==> config.mk <==
export PLATFORM = sky130hd
export DESIGN_NAME = marching_tetrahedron_triangulator_core
export DESIGN_NICKNAME = d
export VERILOG_FILES = /design/src/hw/rtl/mtt_pkg.sv /design/src/hw/rtl/mtt_datapath.sv /design/src/hw/rtl/mtt_ctrl.sv /design/src/hw/rtl/marching_tetrahedron_triangulator_core.sv
export SDC_FILE = /design/constraint.sdc
export NUM_CORES = 2
export LEC_CHECK = 0
export BUFFER_PORTS_ARGS = -buffer_cell sky130_fd_sc_hd__buf_2
export CORE_MARGIN = 1.5
export CORE_UTILIZATION = 50
export DETAILED_ROUTE_END_ITERATION = 7
export GPL_TIMING_DRIVEN = 0
export PLACE_DENSITY_LB_ADDON = 0.15
export REMOVE_ABC_BUFFERS = 1
export SKIP_CTS_REPAIR_TIMING = 1
export SLEW_MARGIN = 0
export SYNTH_ARGS = -nofsm -noshare
export SYNTH_HDL_FRONTEND = slang
export SYNTH_SLANG_ARGS = --single-unit
==> constraint.sdc <==
create_clock -name i_clk -period 11.5 [get_ports i_clk]
set_input_delay 0 -clock i_clk [delete_from_list [all_inputs] [get_ports i_clk]]
set_output_delay 0 -clock i_clk [all_outputs]
set_load 0.01 [all_outputs]
==> src/hw/rtl/mtt_pkg.sv <==
// ----------------------------------------------------------------------------
// mtt_pkg
// Shared constants and types of the marching tetrahedron triangulator.
// ----------------------------------------------------------------------------
package mtt_pkg;

    localparam int unsigned CoordW     = 16;
    localparam int unsigned ValW       = 16;
    localparam int unsigned CornerW    = 64;
    localparam int unsigned NumCorners = 4;
    localparam int unsigned NumEdges   = 4;
    localparam int unsigned NumAxes    = 3;
    localparam int unsigned OutW       = 144;
    localparam logic [15:0] ThrReset   = 16'd2540;
    // Signed product of a 17-bit position delta and a 17-bit value delta.
    localparam int unsigned ProdW      = 34;
    // Rounded dividend 2*|n| + |d| and the quotient bits that replace it.
    localparam int unsigned DivW       = 35;
    localparam int unsigned DvsW       = 18;
    localparam int unsigned CntW       = 6;

    typedef enum logic [1:0] {
        TRI_ONE    = 2'd0,
        TRI_PAIR_A = 2'd1,
        TRI_PAIR_B = 2'd2
    } t_tri_sel;

    typedef struct packed {
        logic       store;
        logic [1:0] slot;
        logic       rd_en;
        logic [1:0] rd_addr;
        logic       ld_a;
        logic       ld_b;
        logic       mul;
        logic [1:0] axis;
        logic       prep;
        logic       div_step;
        logic       fin;
        logic [1:0] edge_idx;
        logic       out_load;
        t_tri_sel   out_sel;
    } t_dp_cmd;

    typedef struct packed {
        logic [3:0] in_mask;
        logic       out_busy;
    } t_dp_sts;

endpackage

==> src/hw/rtl/mtt_datapath.sv <==
// ----------------------------------------------------------------------------
// mtt_datapath
// Corner store, crossing arithmetic with a bit-serial divider, result store
// and the output register.
// ----------------------------------------------------------------------------
module mtt_datapath (
    input  logic                     i_clk,
    input  logic                     i_rst_n,
    input  mtt_pkg::t_dp_cmd         i_cmd,
    output mtt_pkg::t_dp_sts         o_sts,
    input  logic                     i_cfg_wr_en,
    input  logic [15:0]              i_cfg_wr_data,
    input  logic [63:0]              i_corner,
    output logic                     o_tvalid,
    input  logic                     i_tready,
    output logic [mtt_pkg::OutW-1:0] o_tdata,
    output logic                     o_tlast
);

    logic [63:0] r_mem [mtt_pkg::NumCorners];
    logic [63:0] r_rd;
    logic [15:0] r_val [mtt_pkg::NumCorners];
    logic [15:0] r_thr;
    logic [63:0] r_ca;
    logic [63:0] r_cb;
    logic signed [15:0] r_pa;
    logic signed [mtt_pkg::ProdW-1:0] r_prod;
    logic signed [16:0] r_den;
    logic r_neg;
    logic [mtt_pkg::DivW-1:0] r_dvd;
    logic [mtt_pkg::DvsW-1:0] r_dvs;
    logic [mtt_pkg::DvsW-1:0] r_rem;
    logic [15:0] r_pt [mtt_pkg::NumEdges][mtt_pkg::NumAxes];
    logic r_valid;
    logic [mtt_pkg::OutW-1:0] r_out;
    logic r_last;

    logic signed [15:0] pa, pb;
    logic signed [16:0] d, va, vb, num, den;
    logic [mtt_pkg::ProdW-1:0] prod_abs;
    logic [16:0] den_abs;
    logic [mtt_pkg::DvsW:0] rem_s;
    logic rem_ge;
    logic signed [36:0] sq, sum;
    logic [15:0] sat;

    // Corner memory: one write port, one registered read port.
    always_ff @(posedge i_clk) begin
        if (i_cmd.store) begin
            r_mem[i_cmd.slot] <= i_corner;
        end
        if (i_cmd.rd_en) begin
            r_rd <= r_mem[i_cmd.rd_addr];
        end
    end

    always_ff @(posedge i_clk) begin
        if (!i_rst_n) begin
            r_thr <= mtt_pkg::ThrReset;
        end else if (i_cfg_wr_en) begin
            r_thr <= i_cfg_wr_data;
        end
    end

    always_ff @(posedge i_clk) begin
        if (i_cmd.store) begin
            r_val[i_cmd.slot] <= i_corner[63:48];
        end
    end

    always_comb begin
        for (int i = 0; i < mtt_pkg::NumCorners; i++) begin
            o_sts.in_mask[i] = (r_val[i] >= r_thr);
        end
        o_sts.out_busy = r_valid && !i_tready;
    end

    always_comb begin
        pa      = r_ca[{i_cmd.axis, 4'b0000} +: 16];
        pb      = r_cb[{i_cmd.axis, 4'b0000} +: 16];
        d       = {pb[15], pb} - {pa[15], pa};
        va      = {1'b0, r_ca[63:48]};
        vb      = {1'b0, r_cb[63:48]};
        num     = {1'b0, r_thr} - va;
        den     = vb - va;
        // Equal end values put the crossing at the midpoint.
        if (den == 17'sd0) begin
            num = 17'sd1;
            den = 17'sd2;
        end
        prod_abs = r_prod[mtt_pkg::ProdW-1] ? mtt_pkg::ProdW'(-r_prod)
                                             : mtt_pkg::ProdW'(r_prod);
        den_abs  = r_den[16] ? 17'(-r_den) : 17'(r_den);
        rem_s    = {r_rem, r_dvd[mtt_pkg::DivW-1]};
        rem_ge   = (rem_s >= {1'b0, r_dvs});
        sq       = r_neg ? -$signed({2'b00, r_dvd}) : $signed({2'b00, r_dvd});
        sum      = sq + 37'(r_pa);
        if (sum > 37'sd32767) begin
            sat = 16'h7fff;
        end else if (sum < -37'sd32768) begin
            sat = 16'h8000;
        end else begin
            sat = sum[15:0];
        end
    end

    always_ff @(posedge i_clk) begin
        if (i_cmd.ld_a) begin
            r_ca <= r_rd;
        end
        if (i_cmd.ld_b) begin
            r_cb <= r_rd;
        end
        if (i_cmd.mul) begin
            r_prod <= d * num;
            r_den  <= den;
            r_pa   <= pa;
        end
        if (i_cmd.prep) begin
            // Round to nearest, ties away: (2|n| + |d|) / (2|d|).
            r_neg <= r_prod[mtt_pkg::ProdW-1] != r_den[16];
            r_dvd <= {prod_abs, 1'b0} + mtt_pkg::DivW'(den_abs);
            r_dvs <= {den_abs, 1'b0};
            r_rem <= '0;
        end
        if (i_cmd.div_step) begin
            r_dvd <= {r_dvd[mtt_pkg::DivW-2:0], rem_ge};
            r_rem <= rem_ge ? mtt_pkg::DvsW'(rem_s - {1'b0, r_dvs})
                            : mtt_pkg::DvsW'(rem_s);
        end
        if (i_cmd.fin) begin
            r_pt[i_cmd.edge_idx][i_cmd.axis] <= sat;
        end
    end

    function automatic logic [mtt_pkg::OutW-1:0] pack_tri(
        input logic [15:0] a0, input logic [15:0] a1, input logic [15:0] a2,
        input logic [15:0] b0, input logic [15:0] b1, input logic [15:0] b2,
        input logic [15:0] c0, input logic [15:0] c1, input logic [15:0] c2
    );
        return {c2, c1, c0, b2, b1, b0, a2, a1, a0};
    endfunction

    always_ff @(posedge i_clk) begin
        if (!i_rst_n) begin
            r_valid <= 1'b0;
        end else if (i_cmd.out_load) begin
            r_valid <= 1'b1;
        end else if (i_tready) begin
            r_valid <= 1'b0;
        end
    end

    always_ff @(posedge i_clk) begin
        if (i_cmd.out_load) begin
            case (i_cmd.out_sel)
                mtt_pkg::TRI_PAIR_A: begin
                    r_out  <= pack_tri(r_pt[0][0], r_pt[0][1], r_pt[0][2],
                                       r_pt[2][0], r_pt[2][1], r_pt[2][2],
                                       r_pt[3][0], r_pt[3][1], r_pt[3][2]);
                    r_last <= 1'b0;
                end
                mtt_pkg::TRI_PAIR_B: begin
                    r_out  <= pack_tri(r_pt[0][0], r_pt[0][1], r_pt[0][2],
                                       r_pt[3][0], r_pt[3][1], r_pt[3][2],
                                       r_pt[1][0], r_pt[1][1], r_pt[1][2]);
                    r_last <= 1'b1;
                end
                default: begin
                    r_out  <= pack_tri(r_pt[0][0], r_pt[0][1], r_pt[0][2],
                                       r_pt[1][0], r_pt[1][1], r_pt[1][2],
                                       r_pt[2][0], r_pt[2][1], r_pt[2][2]);
                    r_last <= 1'b1;
                end
            endcase
        end
    end

    assign o_tvalid = r_valid;
    assign o_tdata  = r_out;
    assign o_tlast  = r_last;

endmodule

==> src/hw/rtl/mtt_ctrl.sv <==
// ----------------------------------------------------------------------------
// mtt_ctrl
// Sequencer: corner intake, classification, edge walk and triangle output.
// ----------------------------------------------------------------------------
module mtt_ctrl (
    input  logic             i_clk,
    input  logic             i_rst_n,
    input  logic             i_tvalid,
    output logic             o_tready,
    input  logic             i_tlast,
    input  mtt_pkg::t_dp_sts i_sts,
    output mtt_pkg::t_dp_cmd o_cmd
);

    typedef enum logic [3:0] {
        S_IDLE, S_CLS, S_RDA, S_RDB, S_LDB, S_MUL, S_PREP, S_DIV, S_FIN,
        S_OUT1, S_OUT2
    } t_state;

    t_state r_state;
    logic [1:0] r_count;
    logic [1:0] r_ea [mtt_pkg::NumEdges];
    logic [1:0] r_eb [mtt_pkg::NumEdges];
    logic r_pair;
    logic [1:0] r_edge;
    logic [1:0] r_axis;
    logic [mtt_pkg::CntW-1:0] r_cnt;

    logic [1:0] ins [4];
    logic [1:0] outs [4];
    logic [2:0] n_in;
    logic [2:0] n_out;
    logic [1:0] ea [mtt_pkg::NumEdges];
    logic [1:0] eb [mtt_pkg::NumEdges];
    logic [1:0] last_edge;

    // Split the corners into inside and outside lists, each in corner order.
    always_comb begin
        n_in  = '0;
        n_out = '0;
        for (int i = 0; i < 4; i++) begin
            ins[i]  = '0;
            outs[i] = '0;
        end
        for (int i = 0; i < 4; i++) begin
            if (i_sts.in_mask[i]) begin
                ins[n_in[1:0]] = 2'(i);
                n_in = n_in + 3'd1;
            end else begin
                outs[n_out[1:0]] = 2'(i);
                n_out = n_out + 3'd1;
            end
        end
        for (int e = 0; e < 4; e++) begin
            ea[e] = '0;
            eb[e] = '0;
        end
        if (n_in == 3'd2) begin
            ea[0] = ins[0]; eb[0] = outs[0];
            ea[1] = ins[0]; eb[1] = outs[1];
            ea[2] = ins[1]; eb[2] = outs[0];
            ea[3] = ins[1]; eb[3] = outs[1];
        end else if (n_in == 3'd1) begin
            for (int e = 0; e < 3; e++) begin
                ea[e] = ins[0];
                eb[e] = outs[e];
            end
        end else begin
            for (int e = 0; e < 3; e++) begin
                ea[e] = outs[0];
                eb[e] = ins[e];
            end
        end
        last_edge = r_pair ? 2'd3 : 2'd2;
    end

    always_ff @(posedge i_clk) begin
        if (!i_rst_n) begin
            r_state <= S_IDLE;
            r_count <= '0;
            r_pair  <= 1'b0;
            r_edge  <= '0;
            r_axis  <= '0;
            r_cnt   <= '0;
        end else begin
            case (r_state)
                S_IDLE: begin
                    if (i_tvalid) begin
                        if (i_tlast) begin
                            r_count <= '0;
                            r_state <= S_CLS;
                        end else begin
                            r_count <= r_count + 2'd1;
                        end
                    end
                end
                S_CLS: begin
                    if (n_in == 3'd0 || n_in == 3'd4) begin
                        r_state <= S_IDLE;
                    end else begin
                        r_ea    <= ea;
                        r_eb    <= eb;
                        r_pair  <= (n_in == 3'd2);
                        r_edge  <= '0;
                        r_state <= S_RDA;
                    end
                end
                S_RDA: r_state <= S_RDB;
                S_RDB: r_state <= S_LDB;
                S_LDB: begin
                    r_axis  <= '0;
                    r_state <= S_MUL;
                end
                S_MUL: r_state <= S_PREP;
                S_PREP: begin
                    r_cnt   <= '0;
                    r_state <= S_DIV;
                end
                S_DIV: begin
                    r_cnt <= r_cnt + 1'b1;
                    if (r_cnt == mtt_pkg::CntW'(mtt_pkg::DivW - 1)) begin
                        r_state <= S_FIN;
                    end
                end
                S_FIN: begin
                    if (r_axis == 2'(mtt_pkg::NumAxes - 1)) begin
                        if (r_edge == last_edge) begin
                            r_state <= S_OUT1;
                        end else begin
                            r_edge  <= r_edge + 2'd1;
                            r_state <= S_RDA;
                        end
                    end else begin
                        r_axis  <= r_axis + 2'd1;
                        r_state <= S_MUL;
                    end
                end
                S_OUT1: begin
                    if (!i_sts.out_busy) begin
                        r_state <= r_pair ? S_OUT2 : S_IDLE;
                    end
                end
                S_OUT2: begin
                    if (!i_sts.out_busy) begin
                        r_state <= S_IDLE;
                    end
                end
                default: r_state <= S_IDLE;
            endcase
        end
    end

    always_comb begin
        o_cmd          = '0;
        o_cmd.slot     = r_count;
        o_cmd.axis     = r_axis;
        o_cmd.edge_idx = r_edge;
        o_cmd.out_sel  = mtt_pkg::TRI_ONE;
        o_tready       = (r_state == S_IDLE);
        case (r_state)
            S_IDLE: o_cmd.store = i_tvalid;
            S_RDA: begin
                o_cmd.rd_en   = 1'b1;
                o_cmd.rd_addr = r_ea[r_edge];
            end
            S_RDB: begin
                o_cmd.ld_a    = 1'b1;
                o_cmd.rd_en   = 1'b1;
                o_cmd.rd_addr = r_eb[r_edge];
            end
            S_LDB:  o_cmd.ld_b = 1'b1;
            S_MUL:  o_cmd.mul = 1'b1;
            S_PREP: o_cmd.prep = 1'b1;
            S_DIV:  o_cmd.div_step = 1'b1;
            S_FIN:  o_cmd.fin = 1'b1;
            S_OUT1: begin
                o_cmd.out_load = !i_sts.out_busy;
                o_cmd.out_sel  = r_pair ? mtt_pkg::TRI_PAIR_A : mtt_pkg::TRI_ONE;
            end
            S_OUT2: begin
                o_cmd.out_load = !i_sts.out_busy;
                o_cmd.out_sel  = mtt_pkg::TRI_PAIR_B;
            end
            default: ;
        endcase
    end

`ifndef NO_ASSERTIONS
    // A new triangle never overwrites one the receiver has not taken.
    a_no_overwrite: assert property (@(posedge i_clk) disable iff (!i_rst_n)
        o_cmd.out_load |-> !i_sts.out_busy)
        else $error("triangle loaded over a pending beat");

    // The divider runs exactly its bit count before finishing.
    a_div_len: assert property (@(posedge i_clk) disable iff (!i_rst_n)
        (r_state == S_FIN) |-> (r_cnt == mtt_pkg::CntW'(mtt_pkg::DivW)))
        else $error("divider finished early");

    // A second triangle only follows a two-inside split.
    a_pair_only: assert property (@(posedge i_clk) disable iff (!i_rst_n)
        (r_state == S_OUT2) |-> r_pair)
        else $error("second triangle without two-inside split");
`endif

endmodule

==> src/hw/rtl/marching_tetrahedron_triangulator_core.sv <==
// ----------------------------------------------------------------------------
// marching_tetrahedron_triangulator_core
// Cuts a tetrahedron by an iso-surface and emits zero, one or two triangles.
// ----------------------------------------------------------------------------
// Input beats carry one corner each (x, y, z, value); s_axis_tlast marks the
// fourth corner and starts triangulation. Output beats carry one triangle;
// m_axis_tlast marks the last triangle of a tetrahedron. i_cfg_wr_en writes
// the iso threshold (reset 2540); the user must use it only while the block
// is idle, and the block itself does not enforce this. Corners without tlast
// are taken at one per cycle while the block is idle. After the last corner
// the block classifies the corners, then walks the crossed edges; each
// edge reads its two corners, then runs 3 axes, each a multiply, a setup, a
// bit-serial rounding divide and a saturate. All edges and axes share the
// one serial divider. s_axis_tready is low while a tetrahedron is being
// worked. A stalled receiver holds the output register, and the block
// waits before loading a second triangle; once the last triangle is
// registered new corners are accepted again. Reset clears the corner count
// and the output valid and sets the threshold to 2540; stored corners are
// not cleared.
module marching_tetrahedron_triangulator_core (
    input  logic         i_clk,
    input  logic         i_rst_n,
    input  logic         i_cfg_wr_en,
    input  logic [15:0]  i_cfg_wr_data,
    input  logic         s_axis_tvalid,
    output logic         s_axis_tready,
    input  logic [63:0]  s_axis_tdata,  // pos_x, pos_y, pos_z, corner_value
    input  logic         s_axis_tlast,
    output logic         m_axis_tvalid,
    input  logic         m_axis_tready,
    output logic [143:0] m_axis_tdata,  // v0_x, v0_y, v0_z, v1_x .. v2_z
    output logic         m_axis_tlast
);

    mtt_pkg::t_dp_cmd cmd;
    mtt_pkg::t_dp_sts sts;

    mtt_ctrl u_ctrl (
        .i_clk    (i_clk),
        .i_rst_n  (i_rst_n),
        .i_tvalid (s_axis_tvalid),
        .o_tready (s_axis_tready),
        .i_tlast  (s_axis_tlast),
        .i_sts    (sts),
        .o_cmd    (cmd)
    );

    mtt_datapath u_dp (
        .i_clk         (i_clk),
        .i_rst_n       (i_rst_n),
        .i_cmd         (cmd),
        .o_sts         (sts),
        .i_cfg_wr_en   (i_cfg_wr_en),
        .i_cfg_wr_data (i_cfg_wr_data),
        .i_corner      (s_axis_tdata),
        .o_tvalid      (m_axis_tvalid),
        .i_tready      (m_axis_tready),
        .o_tdata       (m_axis_tdata),
        .o_tlast       (m_axis_tlast)
    );

endmodule

==> run metrics <==
hold depth=2; dominant combinational cell family by area after synthesis=adder cells; clock slew at reported path FFs=0.06 ns; worst-case reg-to-reg path depth=35; commonest non-fill, non-tap cell in the layout=edfxtp_1; worst-skew pair later-pin latency=0.71 ns; count of warnings emitted by yosys=0; n_diodes=0; share of the cycle needed by the critical path after routing=0.945; final critical delay including setup and external delays=10.87 ns; total of buffers placed on input and output ports=232; cell seen most often among critical-path stages=fa_1; adder-cell area share of the yosys netlist=0.174; count of cell types in the netlist=80; root buffer selected by CTS=clkbuf_16; Worst Min Path Start=s_axis_tdata[21]; maximum cell stage delay along the critical path=0.78 ns; Fin. Hold Viols=0; Post-synth EDFFs=937; maximum net fanout on the critical path=18; DR iter-0 viols=2396; Worst Setup End Kind=flop; Data required, critical path=11.95 ns; Hold WC Path Type=primary input to flop; endpoint of the worst register-to-register path=u_dp.r_prod[32]$_DFFE_PP_; sequential cell area fraction in the yosys report=0.514; share of layout cells above drive strength 1=0.106; post-synthesis share of cell area spent on xor and xnor gates=0.0349; TritonCTS clock tree=yes; Synth Flop Type=edfxtp_1; mean cell area of the mapped netlist=11.8 um2; register-to-register setup slack=0.63 ns; fraction of synthesized cell area taken by the top area cell type=0.502; number of flip-flops and latches in the synthesized netlist=971; synthesis-to-finish area growth=13.3%; Critical Path Source Type=flop; slowest cell on the critical path=nand2b_1; clk sink count=971; transition time at the pin with the least slew margin=1.43 ns; Worst slew margin=0.0377; Worst Path Arrival=11.32 ns; count of boundary I/O pins=233; num rows=122; initial antenna violation count=3; unrepaired setup endpoints after global routing=false; wire length per cell=19.3 um; Congestion Overflow GR=0; mapped cell area=0.0560 mm2; Total GRT Usage=0.223; most frequent cells in the layout=937 x edfxtp_1, 492 x inv_1, 450 x nand2_1; Die Footprint=0.114 mm2; Simple-Gate Fraction of Synth Area=0.104; TritonCTS Buffers=98; global-route wire length before repair=196000 um; Post-Route Skew=0.0622 ns; dominant cell type by area after synthesis=edfxtp_1; count of pins over their slew limit=0; setup slack after placement=0.464 ns; launch point of the worst reg-to-reg path=u_dp.r_ca[48]$_DFFE_PP_; effective utilization at floorplan=0.505; Achievable Freq=0.0920 GHz; CTS HTree Levels=3; top post-synthesis cells by area=edfxtp_1 50%, fa_1 11%, ha_1 6.6%; post-detail-place hpwl=93600 um; Compound-Gate Fraction of Synth Area=0.105; async set or reset register ratio after synthesis=0; run status=completed; via count=36100; Total Routed Length=127000 um; final weighted congestion in routability-driven placement=0.902; Die X-Extent=338 um; Die Span Y=338 um; vias per cell=5.48; number of DRC violations after detailed routing=0; post-route setup slack=0.631 ns; antenna-violating nets left=0; final layout net count=5706; worst hold endpoint=u_dp.r_mem[0][21]$_DFFE_PP_; Clock Path Buffers=3; Maximum Capacitance Violations=0; synthesized instance count=4731; number of global-route vias before repair=35300; total setup violations reported at the end of the flow=0; Placeable Area=0.111 mm2; 1st-pass router iterations=5; critical setup path kind=flop to flop; mux cell area share after synthesis=0.0198; pin count of the biggest net entering global routing=115
## flip-flops by register name, indices dropped and copies added (netlist names), 18 cells and up
register	flops
u_dp.r_prod	34
u_dp.r_cb	64
u_dp.r_val	18
u_dp.r_ca	64
u_dp.r_rem	18
u_dp.o_tdata	144
u_dp.r_mem	238
u_dp.r_dvd	35
u_dp.r_pt	192
u_dp.r_rd	64
## worst max path at each step
stage | slack, ns | depth (start not counted) | start | to
floorplan | -0.80 | 32 | u_dp.r_ca[48]$_DFFE_PP_ | u_dp.r_prod[32]$_DFFE_PP_
global placement | -6.67 | 4 | u_ctrl.r_state[1]$_SDFFE_PN0P_ | u_dp.r_rd[16]$_DFFE_PP_
detailed placement | 0.46 | 35 | u_dp.r_ca[48]$_DFFE_PP_ | u_dp.r_prod[32]$_DFFE_PP_
CTS | 0.46 | 35 | u_dp.r_ca[48]$_DFFE_PP_ | u_dp.r_prod[32]$_DFFE_PP_
global route | 0.05 | 33 | u_ctrl.r_axis[1]$_SDFFE_PN0P_ | u_dp.r_prod[33]$_DFFE_PP_
finish | 0.63 | 35 | u_dp.r_ca[48]$_DFFE_PP_ | u_dp.r_prod[32]$_DFFE_PP_
## routing by layer
metal / share of wire / global-route usage / vias to the layer above
li1: - / - / 17400
met5: 0 / 0 / -
met4: 0.028 / 0.0663 / 0
met1: 0.43 / 0.290 / 17700
met3: 0.048 / 0.0321 / 196
met2: 0.49 / 0.386 / 831
## kinds of logic (layout without fill, tap and decap cells)
kind of cell / count (synthesis) / after routing
buf+inv: 695 / 1066
mux: 68 / 68
fa+ha+maj: 597 / 597
compound gates: 909 / 909
flops: 971 / 971
xor+xnor: 223 / 223
simple gates: 1268 / 1268
## synthesized netlist by cell type, types with 23 or more instances
library cell  instances
or2_2                23
a21o_1               64
nand2b_1             60
o21ai_0             221
a22oi_1              98
nand2_1             452
o31ai_1              32
inv_1               493
a211oi_1             81
or3_1                24
nor2b_1              26
dfxtp_1              34
nor2_1              379
fa_1                303
a31oi_1              83
edfxtp_1            937
xor2_1               71
mux4_2               34
ha_1                294
and3_1               98
xnor2_1             152
nor3_1               64
mux2i_1              31
a21oi_1             161
nand3_1              43
clkbuf_1            183
## area by class of cell
type | count | area [um2]
clock buffers | 127 | 2570
flip-flops and latches | 971 | 28800
repair buffers | 393 | 3070
fillers | 9188 | 47400
clock inverters | 52 | 520
multi-input cells | 3065 | 24800
well taps | 1488 | 1860
inverters | 494 | 1850
## metrics by stage
stage          hold WS (ns)  cell area [um2]  cells  setup TNS, ns  utilization
3_5_place_dp          0.216            59200   6301              0        0.535
6_report             0.0608            63500   6590              0        0.573
4_1_cts              -0.525            62300   6480              0        0.562
2_1_floorplan        0.0986            55200   4530          -3.17            -
5_1_grt              0.0225            63500   6590              0        0.573
3_3_place_gp          0.212            58300   6250        -524.36        0.526
## worst max-delay path, delay by kind of cell, from the launching register on
kind	cells	cell delay, ns
xor+xnor	1	0.06
buf+inv	4	0.20
flops	1	0.44
fa+ha+maj	9	4.12
compound gates	12	2.68
simple gates	9	3.12
Power is not shown: default switching activity piles up to over one toggle a cycle in this logic, so the estimate is an artifact.
